<file path="config.mk">
export PLATFORM = sky130hd
export DESIGN_NAME = nand_flash_bank_controller
export DESIGN_NICKNAME = d
export VERILOG_FILES = /design/src/hw/rtl/nfbc_pkg.sv /design/src/hw/rtl/nand_flash_bank_controller.sv /design/src/hw/rtl/nfbc_cmd_decode.sv
export SDC_FILE = /design/constraint.sdc
export NUM_CORES = 1
export LEC_CHECK = 0
export ABC_CLOCK_PERIOD_IN_PS = 18400
export BUFFER_PORTS_ARGS = -buffer_cell sky130_fd_sc_hd__buf_2
export CAP_MARGIN = 30
export CELL_PAD_IN_SITES_DETAIL_PLACEMENT = 0
export CELL_PAD_IN_SITES_GLOBAL_PLACEMENT = 1
export CORE_MARGIN = 8
export CORE_UTILIZATION = 40
export DETAILED_ROUTE_END_ITERATION = 8
export PLACE_DENSITY = 0.7
export SLEW_MARGIN = 15
export SYNTH_ARGS = -nofsm -noshare
export SYNTH_HDL_FRONTEND = slang
export SYNTH_HIERARCHICAL = 1
export SYNTH_SLANG_ARGS = --single-unit
</file>
<file path="constraint.sdc">
create_clock -name clk -period 18.4 [get_ports clk]
set_clock_uncertainty 0.2 [all_clocks]
set_input_delay 0.92 -clock clk [delete_from_list [all_inputs] [get_ports clk]]
set_output_delay 0.92 -clock clk [all_outputs]
set_load 0.005 [all_outputs]
</file>
<file path="src/hw/rtl/nfbc_pkg.sv">
// nfbc_pkg: shared types, codes and helpers for the nand flash bank controller
// used by nfbc_cmd_decode and nand_flash_bank_controller; no dependencies

package nfbc_pkg;

  // request kinds
  localparam logic [1:0] KIND_RD  = 2'd0;
  localparam logic [1:0] KIND_WR  = 2'd1;
  localparam logic [1:0] KIND_RUN = 2'd2;
  localparam logic [1:0] KIND_ACK = 2'd3;

  // register indexes
  localparam logic [2:0] REG_CTRL = 3'd0;
  localparam logic [2:0] REG_CFG  = 3'd1;
  localparam logic [2:0] REG_ADR1 = 3'd2;
  localparam logic [2:0] REG_ADR2 = 3'd3;
  localparam logic [2:0] REG_DBUF = 3'd4;
  localparam logic [2:0] REG_EBUF = 3'd5;
  localparam logic [2:0] REG_BANK = 3'd6;

  // flash commands
  localparam logic [7:0] CMD_READ1    = 8'h00;
  localparam logic [7:0] CMD_PROG2    = 8'h10;
  localparam logic [7:0] CMD_READ2    = 8'h30;
  localparam logic [7:0] CMD_ERASE1   = 8'h60;
  localparam logic [7:0] CMD_STATUS   = 8'h70;
  localparam logic [7:0] CMD_PROG     = 8'h80;
  localparam logic [7:0] CMD_COPYBACK = 8'h85;
  localparam logic [7:0] CMD_READID   = 8'h90;
  localparam logic [7:0] CMD_ERASE2   = 8'hD0;
  localparam logic [7:0] CMD_RESET    = 8'hFF;

  // dma operations
  localparam logic [1:0] OP_F2M  = 2'd0;
  localparam logic [1:0] OP_M2F  = 2'd1;
  localparam logic [1:0] OP_ZERO = 2'd2;
  localparam logic [1:0] OP_ID   = 2'd3;

  // status codes
  localparam logic [1:0] ST_OK      = 2'd0;
  localparam logic [1:0] ST_BAD_REG = 2'd1;
  localparam logic [1:0] ST_BAD_LEN = 2'd2;
  localparam logic [1:0] ST_BAD_CMD = 2'd3;

  // page geometry
  localparam logic [11:0] SPARE_LEN  = 12'h040;
  localparam logic [11:0] PAGE_LEN   = 12'h840;
  localparam logic [11:0] DATA_LEN   = 12'h800;
  localparam logic [11:0] ID_LEN     = 12'h002;
  localparam logic [11:0] ECC_LEN    = 12'h010;
  localparam logic [35:0] OFF_SPARE  = 36'h800;
  localparam logic [35:0] OFF_ECC    = 36'h830;
  localparam logic [35:0] OFF_NEXT   = 36'h840;
  localparam logic [31:0] ECC_TOGGLE = 32'h40;

  typedef struct packed {
    logic [31:0] rdata;
    logic        is_dma;
    logic [1:0]  dma_op;
    logic [31:0] mem_addr;
    logic        flash_bank;
    logic [35:0] flash_offset;
    logic [11:0] xfer_len;
    logic [1:0]  status;
  } res_t;

  typedef struct packed {
    res_t [3:0]  desc;
    logic [2:0]  cnt;
    logic [1:0]  status;
    logic        do_reset;
  } dec_t;

  function automatic res_t mk_desc(input logic [1:0] op, input logic [31:0] mem,
                                   input logic bank, input logic [35:0] off,
                                   input logic [11:0] len);
    res_t r;
    r              = '0;
    r.is_dma       = 1'b1;
    r.dma_op       = op;
    r.mem_addr     = mem;
    r.flash_bank   = bank;
    r.flash_offset = off;
    r.xfer_len     = len;
    return r;
  endfunction

endpackage

</file>
<file path="src/hw/rtl/nand_flash_bank_controller.sv">
// nand_flash_bank_controller: register file, address merge and result sequencing
// a request is registered in the input stage; its results are then registered in the result bundle
// register and drained from it one per cycle while out_tready is high, one to four per request
// reset: synchronous active-low rst_n clears the register file, flags and valid bits
// depends on nfbc_pkg and nfbc_cmd_decode

module nand_flash_bank_controller (
  input  logic         clk,
  input  logic         rst_n,
  input  logic         in_tvalid,
  output logic         in_tready,
  input  logic [39:0]  in_tdata,   // reg_index[2:0], wdata[34:3], zero pad
  input  logic [1:0]   in_tuser,   // kind[1:0]
  output logic         out_tvalid,
  input  logic         out_tready,
  output logic [119:0] out_tdata,  // rdata[31:0], dma_op[33:32], mem_addr[65:34],
                                   // flash_bank[66], flash_offset[102:67],
                                   // xfer_len[114:103], status[116:115], irq[117], zero pad
  output logic [0:0]   out_tuser,  // is_dma[0]
  output logic         out_tlast
);

  // register file
  logic [30:0] ctrl_r, ctrl_nxt;
  logic [31:0] cfg_r, cfg_nxt;
  logic [31:0] adr1_r, adr1_nxt;
  logic [31:0] adr2_r, adr2_nxt;
  logic [31:0] dbuf_r, dbuf_nxt;
  logic [31:0] ebuf_r, ebuf_nxt;
  logic [23:0] pn_r, pn_nxt;
  logic [10:0] po_r, po_nxt;
  logic        main_r, main_nxt;
  logic        irq_r, irq_nxt;

  // input stage
  logic        iv_r;
  logic [1:0]  ikind_r;
  logic [2:0]  ireg_r;
  logic [31:0] iwdata_r;

  // result bundle
  logic                   bv_r;
  nfbc_pkg::res_t [3:0]   bres_r, bres_nxt;
  logic [1:0]             bcnt_r, bcnt_nxt;
  logic [1:0]             bidx_r;
  logic                   birq_r;

  logic                   load;
  logic                   blast;
  logic                   run;
  logic [31:0]            word;
  logic [4:0]             mask;
  logic [23:0]            pn_m;
  logic [10:0]            po_m;
  nfbc_pkg::dec_t         dec;
  nfbc_pkg::res_t         single;
  nfbc_pkg::res_t         sel;

  assign blast     = (bidx_r == bcnt_r);
  assign load      = iv_r && (!bv_r || (out_tready && blast));
  assign in_tready = !iv_r || load;

  assign run  = (ikind_r == nfbc_pkg::KIND_RUN) ||
                ((ikind_r == nfbc_pkg::KIND_WR) && (ireg_r == nfbc_pkg::REG_CTRL) &&
                 iwdata_r[31]);
  assign word = (ikind_r == nfbc_pkg::KIND_RUN) ? cfg_r : {1'b0, iwdata_r[30:0]};
  assign mask = word[28:24];

  // address merge
  assign po_m[7:0]   = mask[0] ? adr1_r[7:0]   : po_r[7:0];
  assign po_m[10:8]  = mask[1] ? adr1_r[10:8]  : po_r[10:8];
  assign pn_m[7:0]   = mask[2] ? adr2_r[7:0]   : pn_r[7:0];
  assign pn_m[15:8]  = mask[3] ? adr2_r[15:8]  : pn_r[15:8];
  assign pn_m[23:16] = mask[4] ? adr2_r[23:16] : pn_r[23:16];

  nfbc_cmd_decode u_dec (
    .word     (word),
    .page_num (pn_m),
    .page_off (po_m),
    .bank     (main_r),
    .dbuf     (dbuf_r),
    .ebuf     (ebuf_r),
    .dec      (dec)
  );

  // state update
  always_comb begin
    ctrl_nxt = ctrl_r;
    cfg_nxt  = cfg_r;
    adr1_nxt = adr1_r;
    adr2_nxt = adr2_r;
    dbuf_nxt = dbuf_r;
    ebuf_nxt = ebuf_r;
    pn_nxt   = pn_r;
    po_nxt   = po_r;
    main_nxt = main_r;
    irq_nxt  = irq_r;
    case (ikind_r)
      nfbc_pkg::KIND_WR: begin
        unique case (ireg_r)
          nfbc_pkg::REG_CTRL: ctrl_nxt = iwdata_r[30:0];
          nfbc_pkg::REG_CFG:  cfg_nxt  = iwdata_r;
          nfbc_pkg::REG_ADR1: adr1_nxt = iwdata_r;
          nfbc_pkg::REG_ADR2: adr2_nxt = iwdata_r;
          nfbc_pkg::REG_DBUF: dbuf_nxt = iwdata_r;
          nfbc_pkg::REG_EBUF: ebuf_nxt = iwdata_r;
          nfbc_pkg::REG_BANK: main_nxt = iwdata_r[1];
          default: ;
        endcase
      end
      nfbc_pkg::KIND_RUN: cfg_nxt = {1'b0, cfg_r[30:0]};
      nfbc_pkg::KIND_ACK: irq_nxt = 1'b0;
      default: ;
    endcase
    if (run) begin
      pn_nxt = pn_m;
      po_nxt = po_m;
      if (dec.do_reset) begin
        ctrl_nxt = '0;
        cfg_nxt  = '0;
        adr1_nxt = '0;
        adr2_nxt = '0;
        dbuf_nxt = '0;
        ebuf_nxt = '0;
        pn_nxt   = '0;
        po_nxt   = '0;
        main_nxt = 1'b0;
      end
      if (word[30]) begin
        irq_nxt = 1'b1;
      end
    end
  end

  // result assembly
  always_comb begin
    single = '0;
    case (ikind_r)
      nfbc_pkg::KIND_RD: begin
        unique case (ireg_r)
          nfbc_pkg::REG_CTRL: single.rdata = {1'b0, ctrl_r};
          nfbc_pkg::REG_DBUF: single.rdata = dbuf_r;
          nfbc_pkg::REG_EBUF: single.rdata = ebuf_r;
          default:            single.status = nfbc_pkg::ST_BAD_REG;
        endcase
      end
      nfbc_pkg::KIND_WR: begin
        if (run) begin
          single.status = dec.status;
        end else if (ireg_r > nfbc_pkg::REG_BANK) begin
          single.status = nfbc_pkg::ST_BAD_REG;
        end
      end
      nfbc_pkg::KIND_RUN: single.status = dec.status;
      default:            single.rdata  = {31'b0, irq_r};
    endcase
    if (run && (dec.cnt != 3'd0)) begin
      bres_nxt = dec.desc;
      bcnt_nxt = dec.cnt[1:0] - 2'd1;
    end else begin
      bres_nxt    = '0;
      bres_nxt[0] = single;
      bcnt_nxt    = 2'd0;
    end
  end

  always_ff @(posedge clk) begin
    if (!rst_n) begin
      ctrl_r <= '0;
      cfg_r  <= '0;
      adr1_r <= '0;
      adr2_r <= '0;
      dbuf_r <= '0;
      ebuf_r <= '0;
      pn_r   <= '0;
      po_r   <= '0;
      main_r <= 1'b0;
      irq_r  <= 1'b0;
      iv_r   <= 1'b0;
      bv_r   <= 1'b0;
      bidx_r <= '0;
      bcnt_r <= '0;
    end else begin
      if (in_tvalid && in_tready) begin
        iv_r <= 1'b1;
      end else if (load) begin
        iv_r <= 1'b0;
      end
      if (load) begin
        ctrl_r <= ctrl_nxt;
        cfg_r  <= cfg_nxt;
        adr1_r <= adr1_nxt;
        adr2_r <= adr2_nxt;
        dbuf_r <= dbuf_nxt;
        ebuf_r <= ebuf_nxt;
        pn_r   <= pn_nxt;
        po_r   <= po_nxt;
        main_r <= main_nxt;
        irq_r  <= irq_nxt;
        bv_r   <= 1'b1;
        bidx_r <= '0;
        bcnt_r <= bcnt_nxt;
      end else if (bv_r && out_tready) begin
        if (blast) begin
          bv_r <= 1'b0;
        end else begin
          bidx_r <= bidx_r + 2'd1;
        end
      end
    end
  end

  // payload registers
  always_ff @(posedge clk) begin
    if (in_tvalid && in_tready) begin
      ikind_r  <= in_tuser;
      ireg_r   <= in_tdata[2:0];
      iwdata_r <= in_tdata[34:3];
    end
    if (load) begin
      bres_r <= bres_nxt;
      birq_r <= irq_nxt;
    end
  end

  assign sel        = bres_r[bidx_r];
  assign out_tvalid = bv_r;
  assign out_tlast  = blast;
  assign out_tuser  = sel.is_dma;
  assign out_tdata  = {2'b0, birq_r, sel.status, sel.xfer_len, sel.flash_offset,
                       sel.flash_bank, sel.mem_addr, sel.dma_op, sel.rdata};

endmodule

</file>
<file path="src/hw/rtl/nfbc_cmd_decode.sv">
// nfbc_cmd_decode: turns a control word and the merged page address into dma
// descriptors, a status code and a reset request; depends on nfbc_pkg

module nfbc_cmd_decode (
  input  logic [31:0]   word,
  input  logic [23:0]   page_num,
  input  logic [10:0]   page_off,
  input  logic          bank,
  input  logic [31:0]   dbuf,
  input  logic [31:0]   ebuf,
  output nfbc_pkg::dec_t dec
);

  logic [7:0]  cmd;
  logic [11:0] len;
  logic [35:0] pn_ext;
  logic [35:0] base;
  logic [35:0] off_spare;
  logic [35:0] off_ecc;
  logic [35:0] off_head;
  logic [35:0] off_tail;
  logic [11:0] head_len;
  logic [31:0] tail_mem;

  assign cmd       = word[23:16];
  assign len       = word[11:0];
  assign pn_ext    = {12'b0, page_num};
  assign base      = (pn_ext << 11) + (pn_ext << 6);
  assign off_spare = base + nfbc_pkg::OFF_SPARE;
  assign off_ecc   = base + nfbc_pkg::OFF_ECC;
  assign off_head  = base + {25'b0, page_off};
  assign off_tail  = base + nfbc_pkg::OFF_NEXT;
  assign head_len  = nfbc_pkg::DATA_LEN - {1'b0, page_off};
  assign tail_mem  = dbuf + {20'b0, nfbc_pkg::DATA_LEN} - {21'b0, page_off};

  always_comb begin
    dec = '0;
    unique case (cmd) inside
      nfbc_pkg::CMD_READ2: begin
        if (len == nfbc_pkg::SPARE_LEN) begin
          dec.desc[0] = nfbc_pkg::mk_desc(nfbc_pkg::OP_F2M, dbuf, bank, off_spare,
                                          nfbc_pkg::SPARE_LEN);
          dec.cnt     = 3'd1;
        end else if (len == nfbc_pkg::PAGE_LEN) begin
          dec.desc[0] = nfbc_pkg::mk_desc(nfbc_pkg::OP_F2M, ebuf, bank, off_spare,
                                          nfbc_pkg::SPARE_LEN);
          dec.desc[1] = nfbc_pkg::mk_desc(nfbc_pkg::OP_F2M, ebuf ^ nfbc_pkg::ECC_TOGGLE,
                                          bank, off_ecc, nfbc_pkg::ECC_LEN);
          dec.desc[2] = nfbc_pkg::mk_desc(nfbc_pkg::OP_F2M, dbuf, bank, off_head, head_len);
          dec.desc[3] = nfbc_pkg::mk_desc(nfbc_pkg::OP_F2M, tail_mem, bank, off_tail,
                                          {1'b0, page_off});
          dec.cnt     = 3'd4;
        end else begin
          dec.status = nfbc_pkg::ST_BAD_LEN;
        end
      end
      nfbc_pkg::CMD_STATUS: begin
        dec.desc[0] = nfbc_pkg::mk_desc(nfbc_pkg::OP_ZERO, dbuf, 1'b0, '0,
                                        nfbc_pkg::SPARE_LEN);
        dec.cnt     = 3'd1;
      end
      nfbc_pkg::CMD_PROG: begin
        dec.desc[0] = nfbc_pkg::mk_desc(nfbc_pkg::OP_M2F, dbuf, bank, off_head, head_len);
        dec.desc[1] = nfbc_pkg::mk_desc(nfbc_pkg::OP_M2F, tail_mem, bank, off_tail,
                                        {1'b0, page_off});
        dec.cnt     = 3'd2;
      end
      nfbc_pkg::CMD_COPYBACK: begin
        dec.desc[0] = nfbc_pkg::mk_desc(nfbc_pkg::OP_M2F, dbuf, bank, off_spare,
                                        nfbc_pkg::SPARE_LEN);
        dec.cnt     = 3'd1;
      end
      nfbc_pkg::CMD_READID: begin
        dec.desc[0] = nfbc_pkg::mk_desc(nfbc_pkg::OP_ID, dbuf, 1'b0, '0, nfbc_pkg::ID_LEN);
        dec.cnt     = 3'd1;
      end
      nfbc_pkg::CMD_RESET: begin
        dec.do_reset = 1'b1;
      end
      nfbc_pkg::CMD_READ1, nfbc_pkg::CMD_PROG2, nfbc_pkg::CMD_ERASE1,
      nfbc_pkg::CMD_ERASE2: begin
        dec.status = nfbc_pkg::ST_OK;
      end
      default: begin
        dec.status = nfbc_pkg::ST_BAD_CMD;
      end
    endcase
  end

endmodule

</file>
==> results.cfg <==
[power_and_ir_drop]
finalPower_mw = 3.681
power_leakage_nw = 16.65
ir_worst_vdd_mv = 0.06295
power.density_nw_per_um2 = 85.70

[finish]
nNetsFinal = 3780
multi_input_area_um2 = 17730
layout-drive-gt1-share_pct = 15.54
area.sequential_um2 = 19310
mostFrequentLayoutCells = edfxtp_1, and3_1, o21ai_0, a21oi_1, nor2_1
fillers = 9249
mostFrequentLayoutCell = edfxtp_1
area_delta_synth_final_pct = 9.300
fin_area_um2 = 42950

[timing]
period_share_pct = 41.94
worstMarginPinSlew_ns = 1.145
relSlewSlack_pct = 23.68
period_needed_ns = 7.717
hold_viol_final = 0
rsz0062_at_grt = no
drv_slew = 0
setup_viol = 0
fin_tns_setup_ns = 0
clock.fmax_mhz = 129.6

[clock_network]
cts_tree = built
clock_sinks = 709
clk_pin_slew_ns = 0.06
clk_latency_ns = 0.67
cts_resized = 0
cts_hold_buf = 0
cts_setup_buffers = 0
numCtsBuffers = 83
clk_path_buf_depth = 3
cts_root_buf = clkbuf_16
htreeDepth = 3

[critical_path]
r2r_cells = 18
crit_arrival_ns = 7.93
required_ns = 18.61
startpoint_type = flip-flop
cp_max_fo = 33
ff2ff_setup_slack_ns = 10.68
r2r-end = bres_r[166]
cp.depth = 18
worstSetupPathType = flip-flop to flip-flop
critPathTopFamily = simple AND/OR/NAND/NOR gates
reg2reg_from = ikind_r[0]
crit_path_end_kind = flip-flop
cp_num_buf_inv = 2
path_cells = inv_1, ha_1, buf_4, mux2i_2, mux2_2, ha_1, fa_1, a21o_1, a221o_2, a21oi_1, o21ai_1, xor2_1, nand3_1, or4_4, or4_4, a32oi_1, o21ai_1, and3_1
cpPeakStageDelay_ns = 0.71
cp_slowest_cell = xor2_1

[synth]
ys_warn_count = 6
syn-instance-count = 3692
synth.avg_cell_area_um2 = 10.64
syn_area_um2 = 39300

[global_routing]
grt_pass1_wl_um = 169900
antenna_found_initial = 3
track_usage_pct = 20.15
grt_max_degree = 316
overflow = 0
grt_pass1_vias = 26980

[place]
dp_hpwl_um = 70540
place.gp.congestion = 0.8292
port_buffers = 162
placed_cell_area_um2 = 40160

[route]
drc = 0
first_pass_iters = 6
routedWlPerCell_um = 22.32
wl_um = 111900
viasPerCell = 5.617
dr_total_vias = 28160
first_iter_violations = 2998
detail-route-antenna-nets = 0

[hold_path]
whs_endpoint = iwdata_r[29]
worstHoldStart = in_tdata[32]
hold_class = primary input to flip-flop
whs_path_depth = 1

[die]
die-area_um2 = 108500
dieWidth_um = 329.4
die_h_um = 329.4
initial_core_util_pct = 40.16
core_um2 = 97840
ioPinCount = 170
core.rowCount = 115

[run]
max_cap_violations = 0

[outcome]
status = complete, no violations
-- metal layers --
| layer | part of all wire (%) | global-route usage, % |
|---|---|---|
| met1 | 48 | 30.44 |
| met2 | 43 | 29.48 |
| met3 | 7.3 | 3.954 |
| met4 | 2.0 | 4.829 |
| met5 | 0 | 0 |
-- power breakdown --
part	switching, mW	total (mW)	internal (mW)
logic	0.178	0.258	0.0796
clock network	0.686	1.60	0.918
registers	0.0379	1.82	1.78
total	0.903	3.68	2.78
-- final cells by class --
class	instances	share of cell area, %
well taps	1287	3.749
inverters	67	0.6234
diodes	2	0.01165
repair buffers	213	3.242
multi-input cells	2581	41.29
flip-flops and latches	709	44.95
clock inverters	51	1.072
clock buffers	104	5.068
-- flip-flops by register name, summed over array words and instances, names as in the netlist --
name,flops
ireg_r,3
cfg_r,26
dbuf_r,32
bcnt_r,2
adr2_r,24
main_r,1
ctrl_r,31
irq_r,1
bres_r,472
ebuf_r,32
out_tvalid,1
bidx_r,2
ikind_r,2
iwdata_r,32
birq_r,1
po_r,11
iv_r,1
adr1_r,11
pn_r,24
-- worst register-to-register path, delay by kind of cell (launching register included) --
kind / cells / cell delay (ns)
xor gates and xnor gates: 1 / 0.72
DFF: 1 / 0.47
AOI/OAI and AO/OA: 6 / 1.46
muxes: 2 / 1.23
buffers and inverters: 2 / 0.53
and+or+nand+nor: 4 / 2.03
adders and majority gates: 3 / 0.84
-- worst max-delay path by stage --
stage | startpoint | end | slack (ns)
finish | ikind_r[0] | bres_r[166] | 10.68
global route | ikind_r[0] | bres_r[166] | 10.24
CTS | ikind_r[0] | bres_r[166] | 10.73
detailed placement | ikind_r[0] | bres_r[166] | 10.74
global placement | ikind_r[0] | bres_r[166] | 10.81
floorplan | ikind_r[0] | bres_r[166] | 12.37
-- stage by stage --
step / worst slack [ns] / utilization [%] / hold WS [ns] / instances
after floorplan: 12.37 / - / 0.2366 / 3845
after global placement: 10.81 / 40.93 / 0.2498 / 4843
after detailed placement: 10.74 / 41.04 / 0.2486 / 4849
after CTS: 10.73 / 43.74 / 0.1881 / 5004
after global routing: 10.24 / 43.90 / 0.2091 / 5012
final: 10.68 / 43.90 / 0.2281 / 5014
No activity file was read; power rests on OpenSTA's default activity.
